<file path="config.mk">
export PLATFORM = sky130hd
export DESIGN_NAME = programmable_usart_top
export DESIGN_NICKNAME = d
export VERILOG_FILES = /design/src/rtl/pu_pkg.sv /design/src/rtl/pu_core.sv /design/src/rtl/programmable_usart_top.sv
export SDC_FILE = /design/constraint.sdc
export NUM_CORES = 1
export LEC_CHECK = 0
export BUFFER_PORTS_ARGS = -buffer_cell sky130_fd_sc_hd__buf_2
export CORE_MARGIN = 2
export CORE_UTILIZATION = 57
export CTS_CLUSTER_SIZE = 25
export DETAILED_ROUTE_END_ITERATION = 8
export GPL_ROUTABILITY_DRIVEN = 0
export GPL_TIMING_DRIVEN = 0
export PLACE_DENSITY_LB_ADDON = 0.3
export REMOVE_ABC_BUFFERS = 1
export SLEW_MARGIN = 20
export SYNTH_ARGS = -nofsm -noshare
export SYNTH_HDL_FRONTEND = slang
export SYNTH_SLANG_ARGS = --single-unit
</file>
<file path="constraint.sdc">
create_clock -name clk -period 4.2 [get_ports clk]
set_input_delay 0.42 -clock clk [delete_from_list [all_inputs] [get_ports clk]]
set_output_delay 0.42 -clock clk [all_outputs]
set_load 0.03 [all_outputs]
</file>
<file path="src/rtl/pu_pkg.sv">
package pu_pkg;

	localparam int FRAME_BITS = 16;
	localparam int CNT_W      = $clog2(FRAME_BITS + 1);

	typedef enum logic [1:0] {
		ACT_WRITE   = 2'd0,
		ACT_READ    = 2'd1,
		ACT_TX_TICK = 2'd2,
		ACT_RX_TICK = 2'd3
	} action_t;

	typedef enum logic [1:0] {
		PH_MODE  = 2'd0,
		PH_SYNC1 = 2'd1,
		PH_SYNC2 = 2'd2,
		PH_CMD   = 2'd3
	} phase_t;

	// command byte bits
	localparam int CMD_TXEN  = 0;
	localparam int CMD_DTR   = 1;
	localparam int CMD_RXEN  = 2;
	localparam int CMD_SBRK  = 3;
	localparam int CMD_ER    = 4;
	localparam int CMD_RTS   = 5;
	localparam int CMD_IR    = 6;

	localparam logic [1:0] BAUD_X16 = 2'd2;
	localparam logic [1:0] BAUD_X64 = 2'd3;
	localparam logic [1:0] BAUD_SYNC = 2'd0;

	typedef struct packed {
		action_t    action;
		logic       control_select;
		logic [7:0] write_data;
		logic       rxd;
		logic       clear_to_send;
		logic       data_set_ready;
	} pu_item_t;

	typedef struct packed {
		logic [7:0] read_data;
		logic       tx_line;
		logic       request_to_send;
		logic       terminal_ready;
		logic       rx_ready;
		logic       tx_ready;
		logic       tx_empty;
	} pu_result_t;

	typedef struct packed {
		phase_t                  setup_phase;
		logic                    sync_format;
		logic [1:0]              baud_code;
		logic [3:0]              char_length;
		logic                    parity_on;
		logic                    parity_even;
		logic [1:0]              stop_count;
		logic                    single_sync;
		logic [1:0][7:0]         sync_chars;
		logic [7:0]              command_bits;
		logic                    txrdy;
		logic                    rxrdy;
		logic                    txe;
		logic                    pe;
		logic                    oe;
		logic                    fe;
		logic [FRAME_BITS-1:0]   tx_frame;
		logic [CNT_W-1:0]        tx_bits_left;
		logic [6:0]              tx_divider;
		logic                    tx_level;
		logic                    rx_active;
		logic [FRAME_BITS-1:0]   rx_frame;
		logic [CNT_W-1:0]        rx_bits_got;
		logic [6:0]              rx_divider;
		logic [7:0]              rx_byte;
	} pu_state_t;

	localparam pu_state_t ST_RESET = '{
		setup_phase: PH_MODE,
		txrdy:       1'b1,
		txe:         1'b1,
		tx_level:    1'b1,
		default:     '0
	};

	function automatic logic [7:0] data_mask(input logic [3:0] n);
		logic [7:0] m;
		if (n >= 4'd8) begin
			m = 8'hFF;
		end else begin
			m = 8'((9'd1 << n) - 9'd1);
		end
		return m;
	endfunction

	function automatic logic parity_calc(input logic [7:0] d, input logic [3:0] n,
			input logic even);
		logic x;
		x = ^(d & data_mask(n));
		return even ? x : ~x;
	endfunction

endpackage

</file>
<file path="src/rtl/pu_core.sv">
module pu_core import pu_pkg::*; (
	input  logic       clk,
	input  logic       arst_n,
	input  logic       step,
	input  pu_item_t   item,
	output pu_result_t result
);

	pu_state_t             st_q;
	pu_state_t             nx;
	logic [7:0]            rd;
	logic [3:0]            n;
	logic [7:0]            mask;
	logic [1:0]            stops;
	logic [6:0]            div;
	logic [7:0]            d;
	logic [FRAME_BITS-1:0] f;
	logic [CNT_W-1:0]      len;
	logic [FRAME_BITS-1:0] rf;
	logic [CNT_W-1:0]      got;
	logic [CNT_W-1:0]      base;
	logic [CNT_W-1:0]      need;
	logic [FRAME_BITS-1:0] sh;
	logic [FRAME_BITS-1:0] psh;
	logic [7:0]            rx_data;
	logic                  stop_ok;

	always_comb begin
		n     = (st_q.char_length > 4'd8) ? 4'd8 : st_q.char_length;
		mask  = data_mask(n);
		stops = (st_q.stop_count == 2'd0) ? 2'd1 : st_q.stop_count;
		case (st_q.baud_code)
			BAUD_X16: div = 7'd16;
			BAUD_X64: div = 7'd64;
			default:  div = 7'd1;
		endcase

		// transmit frame build
		d   = item.write_data & mask;
		len = st_q.sync_format ? CNT_W'(0) : CNT_W'(1);
		f   = FRAME_BITS'(d) << len;
		len = len + CNT_W'(n);
		if (st_q.parity_on) begin
			f   = f | (FRAME_BITS'(parity_calc(d, n, st_q.parity_even)) << len);
			len = len + CNT_W'(1);
		end
		if (!st_q.sync_format) begin
			f   = f | (FRAME_BITS'(1) << len);
			len = len + CNT_W'(1);
			if (stops == 2'd2) begin
				f   = f | (FRAME_BITS'(1) << len);
				len = len + CNT_W'(1);
			end
		end

		// receive sample
		rf  = st_q.rx_frame;
		got = st_q.rx_bits_got;
		if (st_q.rx_bits_got < CNT_W'(FRAME_BITS)) begin
			rf  = st_q.rx_frame | (FRAME_BITS'(item.rxd) << st_q.rx_bits_got);
			got = st_q.rx_bits_got + CNT_W'(1);
		end
		base    = CNT_W'(1) + CNT_W'(n) + CNT_W'(st_q.parity_on);
		need    = base + CNT_W'(stops);
		sh      = rf >> base;
		psh     = rf >> (CNT_W'(1) + CNT_W'(n));
		stop_ok = sh[0] && (stops == 2'd1 || sh[1]);
		rx_data = 8'(rf >> 1) & mask;

		nx = st_q;
		rd = 8'd0;
		if (step) begin
			case (item.action)
				ACT_WRITE: begin
					if (!item.control_select) begin
						if (st_q.command_bits[CMD_TXEN]) begin
							nx.tx_frame     = f;
							nx.tx_bits_left = len;
							nx.txrdy        = 1'b0;
							nx.txe          = 1'b0;
						end
					end else begin
						case (st_q.setup_phase)
							PH_MODE: begin
								nx.char_length = 4'd5 + {2'b00, item.write_data[3:2]};
								nx.parity_on   = item.write_data[4];
								nx.parity_even = item.write_data[5];
								if (item.write_data[1:0] == 2'b00) begin
									nx.sync_format = 1'b1;
									nx.baud_code   = BAUD_SYNC;
									nx.single_sync = item.write_data[7];
									nx.setup_phase = PH_SYNC1;
								end else begin
									nx.sync_format = 1'b0;
									nx.baud_code   = item.write_data[1:0];
									nx.stop_count  = item.write_data[7] ? 2'd2 : 2'd1;
									nx.setup_phase = PH_CMD;
								end
							end
							PH_SYNC1: begin
								nx.sync_chars[0] = item.write_data;
								nx.setup_phase   = st_q.single_sync ? PH_CMD : PH_SYNC2;
							end
							PH_SYNC2: begin
								nx.sync_chars[1] = item.write_data;
								nx.setup_phase   = PH_CMD;
							end
							default: begin
								nx.command_bits = item.write_data;
								if (item.write_data[CMD_ER] || item.write_data[CMD_IR]) begin
									nx.pe = 1'b0;
									nx.oe = 1'b0;
									nx.fe = 1'b0;
								end
								if (item.write_data[CMD_IR]) begin
									nx.setup_phase  = PH_MODE;
									nx.rxrdy        = 1'b0;
									nx.txrdy        = 1'b1;
									nx.txe          = 1'b1;
									nx.tx_frame     = '0;
									nx.tx_bits_left = '0;
									nx.tx_level     = 1'b1;
									nx.tx_divider   = '0;
									nx.rx_active    = 1'b0;
									nx.rx_frame     = '0;
									nx.rx_bits_got  = '0;
									nx.rx_divider   = '0;
								end
							end
						endcase
					end
				end
				ACT_READ: begin
					if (item.control_select) begin
						rd = {item.data_set_ready, 1'b0, st_q.fe, st_q.oe, st_q.pe,
							st_q.txe, st_q.rxrdy, st_q.txrdy};
					end else begin
						rd       = st_q.rx_byte;
						nx.rxrdy = 1'b0;
					end
				end
				ACT_TX_TICK: begin
					if (!st_q.command_bits[CMD_TXEN]) begin
						nx.tx_level   = 1'b1;
						nx.tx_divider = '0;
					end else if (st_q.command_bits[CMD_SBRK]) begin
						nx.tx_level   = 1'b0;
						nx.txrdy      = 1'b0;
						nx.txe        = 1'b0;
						nx.tx_divider = '0;
					end else if (!st_q.sync_format && !item.clear_to_send) begin
						nx.tx_level = 1'b1;
						nx.txrdy    = 1'b0;
						nx.txe      = 1'b0;
					end else if (!st_q.sync_format && (st_q.tx_divider + 7'd1) < div) begin
						nx.tx_divider = st_q.tx_divider + 7'd1;
					end else begin
						nx.tx_divider = '0;
						if (st_q.tx_bits_left == '0) begin
							nx.tx_level = 1'b1;
							nx.txrdy    = 1'b1;
							nx.txe      = 1'b1;
						end else begin
							nx.tx_level     = st_q.tx_frame[0];
							nx.tx_frame     = st_q.tx_frame >> 1;
							nx.tx_bits_left = st_q.tx_bits_left - CNT_W'(1);
							if (st_q.tx_bits_left == CNT_W'(1)) begin
								nx.tx_level = 1'b1;
								nx.txrdy    = 1'b1;
								nx.txe      = 1'b1;
							end
						end
					end
				end
				default: begin
					if (!st_q.command_bits[CMD_RXEN] || st_q.sync_format || !st_q.rx_active) begin
						nx.rx_active   = 1'b0;
						nx.rx_frame    = '0;
						nx.rx_bits_got = '0;
						nx.rx_divider  = '0;
						if (st_q.command_bits[CMD_RXEN] && !st_q.sync_format && !item.rxd) begin
							nx.rx_active   = 1'b1;
							nx.rx_bits_got = CNT_W'(1);
						end
					end else if ((st_q.rx_divider + 7'd1) < div) begin
						nx.rx_divider = st_q.rx_divider + 7'd1;
					end else begin
						nx.rx_divider  = '0;
						nx.rx_frame    = rf;
						nx.rx_bits_got = got;
						if (got >= need) begin
							if (rf[0]) begin
								nx.fe = 1'b1;
							end else if (st_q.rxrdy) begin
								nx.oe = 1'b1;
							end else begin
								nx.rx_byte = rx_data;
								nx.rxrdy   = 1'b1;
								if (st_q.parity_on &&
										parity_calc(rx_data, n, st_q.parity_even) != psh[0]) begin
									nx.pe = 1'b1;
								end
								if (!stop_ok) begin
									nx.fe = 1'b1;
								end
							end
							nx.rx_active   = 1'b0;
							nx.rx_frame    = '0;
							nx.rx_bits_got = '0;
						end
					end
				end
			endcase
		end

		result.read_data       = rd;
		result.tx_line         = nx.tx_level;
		result.request_to_send = nx.command_bits[CMD_RTS];
		result.terminal_ready  = nx.command_bits[CMD_DTR];
		result.rx_ready        = nx.rxrdy;
		result.tx_ready        = nx.txrdy;
		result.tx_empty        = nx.txe;
	end

	always_ff @(posedge clk or negedge arst_n) begin
		if (!arst_n) begin
			st_q <= ST_RESET;
		end else begin
			st_q <= nx;
		end
	end

endmodule

</file>
<file path="src/rtl/programmable_usart_top.sv">
// Flow: a request accepted into the input register has its result loaded
// into the result register when the pipeline advances (setting out_valid);
// that load waits while a held result is not yet taken (out_ready low).
// Throughput: one request per cycle while no held result waits on out_ready;
// the result register stalls on out_ready. Reset: arst_n asynchronously clears
// valid flags and core state (tx idles high, tx_ready and tx_empty set, setup expects a mode byte), not data regs.
module programmable_usart_top import pu_pkg::*; (
	input  logic       clk,
	input  logic       arst_n,
	input  logic       in_valid,
	output logic       in_ready,
	input  logic [1:0] action,
	input  logic       control_select,
	input  logic [7:0] write_data,
	input  logic       rxd,
	input  logic       clear_to_send,
	input  logic       data_set_ready,
	output logic       out_valid,
	input  logic       out_ready,
	output logic [7:0] read_data,
	output logic       tx_line,
	output logic       request_to_send,
	output logic       terminal_ready,
	output logic       rx_ready,
	output logic       tx_ready,
	output logic       tx_empty
);

	pu_item_t   item_s1;
	logic       valid_s1;
	pu_result_t res_q;
	logic       out_valid_q;
	pu_result_t res_d;
	logic       advance;

	assign advance  = valid_s1 && (!out_valid_q || out_ready);
	assign in_ready = !valid_s1 || advance;

	always_ff @(posedge clk or negedge arst_n) begin
		if (!arst_n) begin
			valid_s1    <= 1'b0;
			out_valid_q <= 1'b0;
		end else begin
			if (in_ready) begin
				valid_s1 <= in_valid;
			end
			if (advance) begin
				out_valid_q <= 1'b1;
			end else if (out_ready) begin
				out_valid_q <= 1'b0;
			end
		end
	end

	always_ff @(posedge clk) begin
		if (in_valid && in_ready) begin
			item_s1 <= '{action: action_t'(action), control_select: control_select,
				write_data: write_data, rxd: rxd, clear_to_send: clear_to_send,
				data_set_ready: data_set_ready};
		end
		if (advance) begin
			res_q <= res_d;
		end
	end

	pu_core u_core (
		.clk    (clk),
		.arst_n (arst_n),
		.step   (advance),
		.item   (item_s1),
		.result (res_d)
	);

	assign out_valid       = out_valid_q;
	assign read_data       = res_q.read_data;
	assign tx_line         = res_q.tx_line;
	assign request_to_send = res_q.request_to_send;
	assign terminal_ready  = res_q.terminal_ready;
	assign rx_ready        = res_q.rx_ready;
	assign tx_ready        = res_q.tx_ready;
	assign tx_empty        = res_q.tx_empty;

endmodule

</file>
==> flow_summary.yaml <==
outcome:
  status: "completed"
grt:
  global_route.usage.met1_pct: 37.57
  grt.total_usage_pct: 28.70
  antenna_found_initial: 0
  grt_pass1_vias: 6483
  grt.met2_usage_pct: 45.23
  grt_overflow: 0
  use_met3_pct: 5.802
  grt_max_degree: 62
  grt_pass1_wl_mm: 32.55
  grt-busiest-layer: "met2"
worst_setup_path:
  path_cells: "inv_1 -> ha_4 -> inv_1 -> ha_2 -> inv_1 -> fa_1 -> xnor2_1 -> ha_1 -> nor2b_1 -> o21ai_0 -> o2bb2ai_1 -> nor4_2 -> nor2b_4 -> mux2_2"
  critical_path_arrival_ps: 4270
  cp_top_family: "adder cells"
  critPathBufInv: 3
  endpoint_kind: "flip-flop"
  slowest_stage: "dfrtp_2"
  cp_slowest_stage_delay_ps: 510
  crit_top_cell: "inv_1"
  critPathKind: "flip-flop to flip-flop"
  critPathLaunchType: "flip-flop"
  required_ps: 4500
  crit_path_max_fanout: 11
timing:
  finClkSkew_ps: 8.311
  setup_ws_ps: 233.1
  report.final.slew_viol_count: 0
  fin_crit_ps: 3967
  worst_pin_slew_ps: 1054
  relSlewSlack_pct: 29.39
  setup_tns_ps: 0
  fmax_mhz: 252.1
  min_period_over_period_pct: 94.45
  setup_viol: 0
  hold_violations: 0
floorplan:
  start_util_pct: 58.54
  ios: 34
  dieArea_mm2: 0.01455
  dieWidth_um: 120.6
  die_h_um: 120.6
  num_rows: 42
  core_mm2: 0.01324
synthesis:
  synth_flop_cell: "dfrtp_1"
  synth_xor_area_share_pct: 4.293
  synth_edf_count: 28
  postSynthAreaPerCell_um2: 9.374
  ys_types: 79
  syn-cell-area_mm2: 0.007752
  ys_warn_count: 0
  ys_seq_area_share_pct: 40.91
  synthMuxAreaShare_pct: 6.375
  synthDominantCellAreaShare_pct: 29.05
  synth_fa_ha_area_share_pct: 6.843
  synth-seq-cells: 121
  synth.area.top_cells: "dfrtp_1 (29%), edfxtp_1 (11%), ha_1 (6.5%), nand2_1 (4.6%), a21oi_1 (3.5%)"
  synth.largest_area_cell: "dfrtp_1"
  synth_top_family_by_area: "compound AO/OA/AOI/OAI gates"
  synth-compound-area-share_pct: 19.64
  postSynthCellCount: 827
  synth-async-reset-ratio_pct: 76.86
  synth-simple-area-share_pct: 18.04
clock_network:
  clk_latency_ps: 430
  h-tree-depth: 4
  cts_root_buf: "clkbuf_16"
  cts_tree: "built"
  clockBufferDepth: 2
  numClockSinks: 121
  clkTransAtPathRegs_ps: 60
  cts_buffers: 17
layout:
  finalNetCount: 897
  diodes: 0
  area_delta_synth_final_pct: 12.20
  utilization_pct: 65.68
  drive_gt1_share_pct: 15.39
run:
  drv_cap: 0
routing:
  routedWlPerCell_um: 19.75
  wirelength_mm: 20.29
  drtPass1Iterations: 7
  drtAntennaViolNets: 0
  vias_per_cell: 6.663
  drt_iter0_markers: 820
  dr_total_vias: 6843
  drc_errors: 0
placement:
  io_buffers: 33
  hpwlAfterDp_mm: 14.02
  post-place-ws_ps: -928.5
pwr:
  fin_total_pwr_mw: 5.800
  power.leakage_nw: 3.712
  ir_drop_mv: 0.3822
  power_density_mw_per_mm2: 666.8
hold_path:
  hp-class: "input port to flip-flop"
sequential cells by signal (all words and copies together) (netlist names):
register,count
request_to_send,1
item_s1,14
tx_empty,1
rx_ready,1
read_data,8
tx_ready,1
valid_s1,1
terminal_ready,1
out_valid,1
tx_line,1
u_core.st_q,91
cells in the mapped netlist (all sizes together), types with 4 or more instances:
cell type,number
nand2,95
dfrtp,90
nor2,61
a21oi,54
o21ai,44
ha,40
nand3,37
clkbuf,35
inv,33
a31oi,31
edfxtp,28
xnor2,27
mux2i,19
mux2,17
nor2b,15
nand2b,11
a211o,9
buf,9
nor3b,9
a211oi,8
a31o,8
and2,8
and3,8
nand4,8
o211ai,8
a21o,7
nor3,7
a22o,6
a21boi,5
mux4,5
o31ai,5
xor2,5
a221oi,4
a22oi,4
nor4,4
o21a,4
o221ai,4
or3,4
worst reg2reg max path, cell delays in order (launching register included):
cell and delay, ps:
dfrtp_2 510, inv_1 250, ha_4 170, inv_1 50, ha_2 440, inv_1 130, fa_1 440, xnor2_1 150
ha_1 300, nor2b_1 110, o21ai_0 80, o2bb2ai_1 170, nor4_2 360, nor2b_4 340, mux2_2 370
power breakdown:
group          switching [mW]  total (mW)  internal, mW  leakage [nW]
clock                   0.517        1.37         0.854         0.274
combinational            1.66        2.73          1.07          1.94
sequential              0.274        1.70          1.42          1.50
total                    2.46        5.80          3.35          3.71
routing by layer:
layer  vias to the layer above  wire, µm  part of all wire [%]
met4                         0       832                   4.1
met1                      3279      8463                    42
met3                        90      1592                   7.8
met5                         -         0                     0
li1                       3057         -                     -
met2                       417      9398                    46
worst paths after layout:
check	from	to	slack [ps]	cells past startpoint
worst max-delay path	u_core.st_q[100]$_DFFE_PN0P_	u_core.st_q[7]$_DFFE_PN0P_	230	14
worst min-delay path	write_data[2]	item_s1[5]$_DFFE_PP_	170	1
worst max register to register	u_core.st_q[100]$_DFFE_PN0P_	u_core.st_q[7]$_DFFE_PN0P_	230	14
worst min register to register	u_core.st_q[97]$_DFFE_PN0P_	u_core.st_q[97]$_DFFE_PN0P_	490	2
max in group asynchronous	arst_n	u_core.st_q[37]$_DFF_PN1_	3090	3
min in group asynchronous	arst_n	u_core.st_q[10]$_DFFE_PN0P_	450	2
cell type report:
class                   instances  area (µm²)
multi-input cells             628        4399
flip-flops and latches        121        3179
fillers                      1043        4544
repair buffers                 36       216.5
clock buffers                  24       481.7
clock inverters                 8       71.32
inverters                      34       130.1
well taps                     176       220.2
what timing repair did:
action                                 in CTS  in global routing
endpoints found under the hold margin      32                  0
hold buffers                                1                  0
setup endpoints to repair                  44                 37
resized for setup                          16                 11
setup buffers                               0                  1
per-stage QoR:
step	instance area (µm²)	hold slack [ps]	instances
after detailed placement	8006	327.2	993
after CTS	8631	158.9	1026
after global placement	7964	465.0	992
after global routing	8698	166.2	1027
after floorplan	7579	124.4	783
final	8698	165.8	1027
layout by cell type (no fill, tap or decap), drive strengths merged, types with 7 or more instances in the layout:
cell type  instances
a211o              9
a211oi             8
a21o               7
a21oi             54
a31o               8
a31oi             31
and2               8
and3               8
buf               35
clkbuf            24
clkinv             7
dfrtp             90
edfxtp            28
ha                40
inv               33
mux2              17
mux2i             19
nand2             95
nand2b            11
nand3             37
nand4              8
nor2              61
nor2b             15
nor3               7
nor3b              9
o211ai             8
o21ai             44
xnor2             27
kinds of logic after synthesis:
family | after synthesis
fa+ha+maj | 42
xor+xnor | 34
flops | 121
simple gates | 283
compound gates | 228
mux | 41
buf+inv | 78
Note: power is estimated with default switching activity, not from simulation.
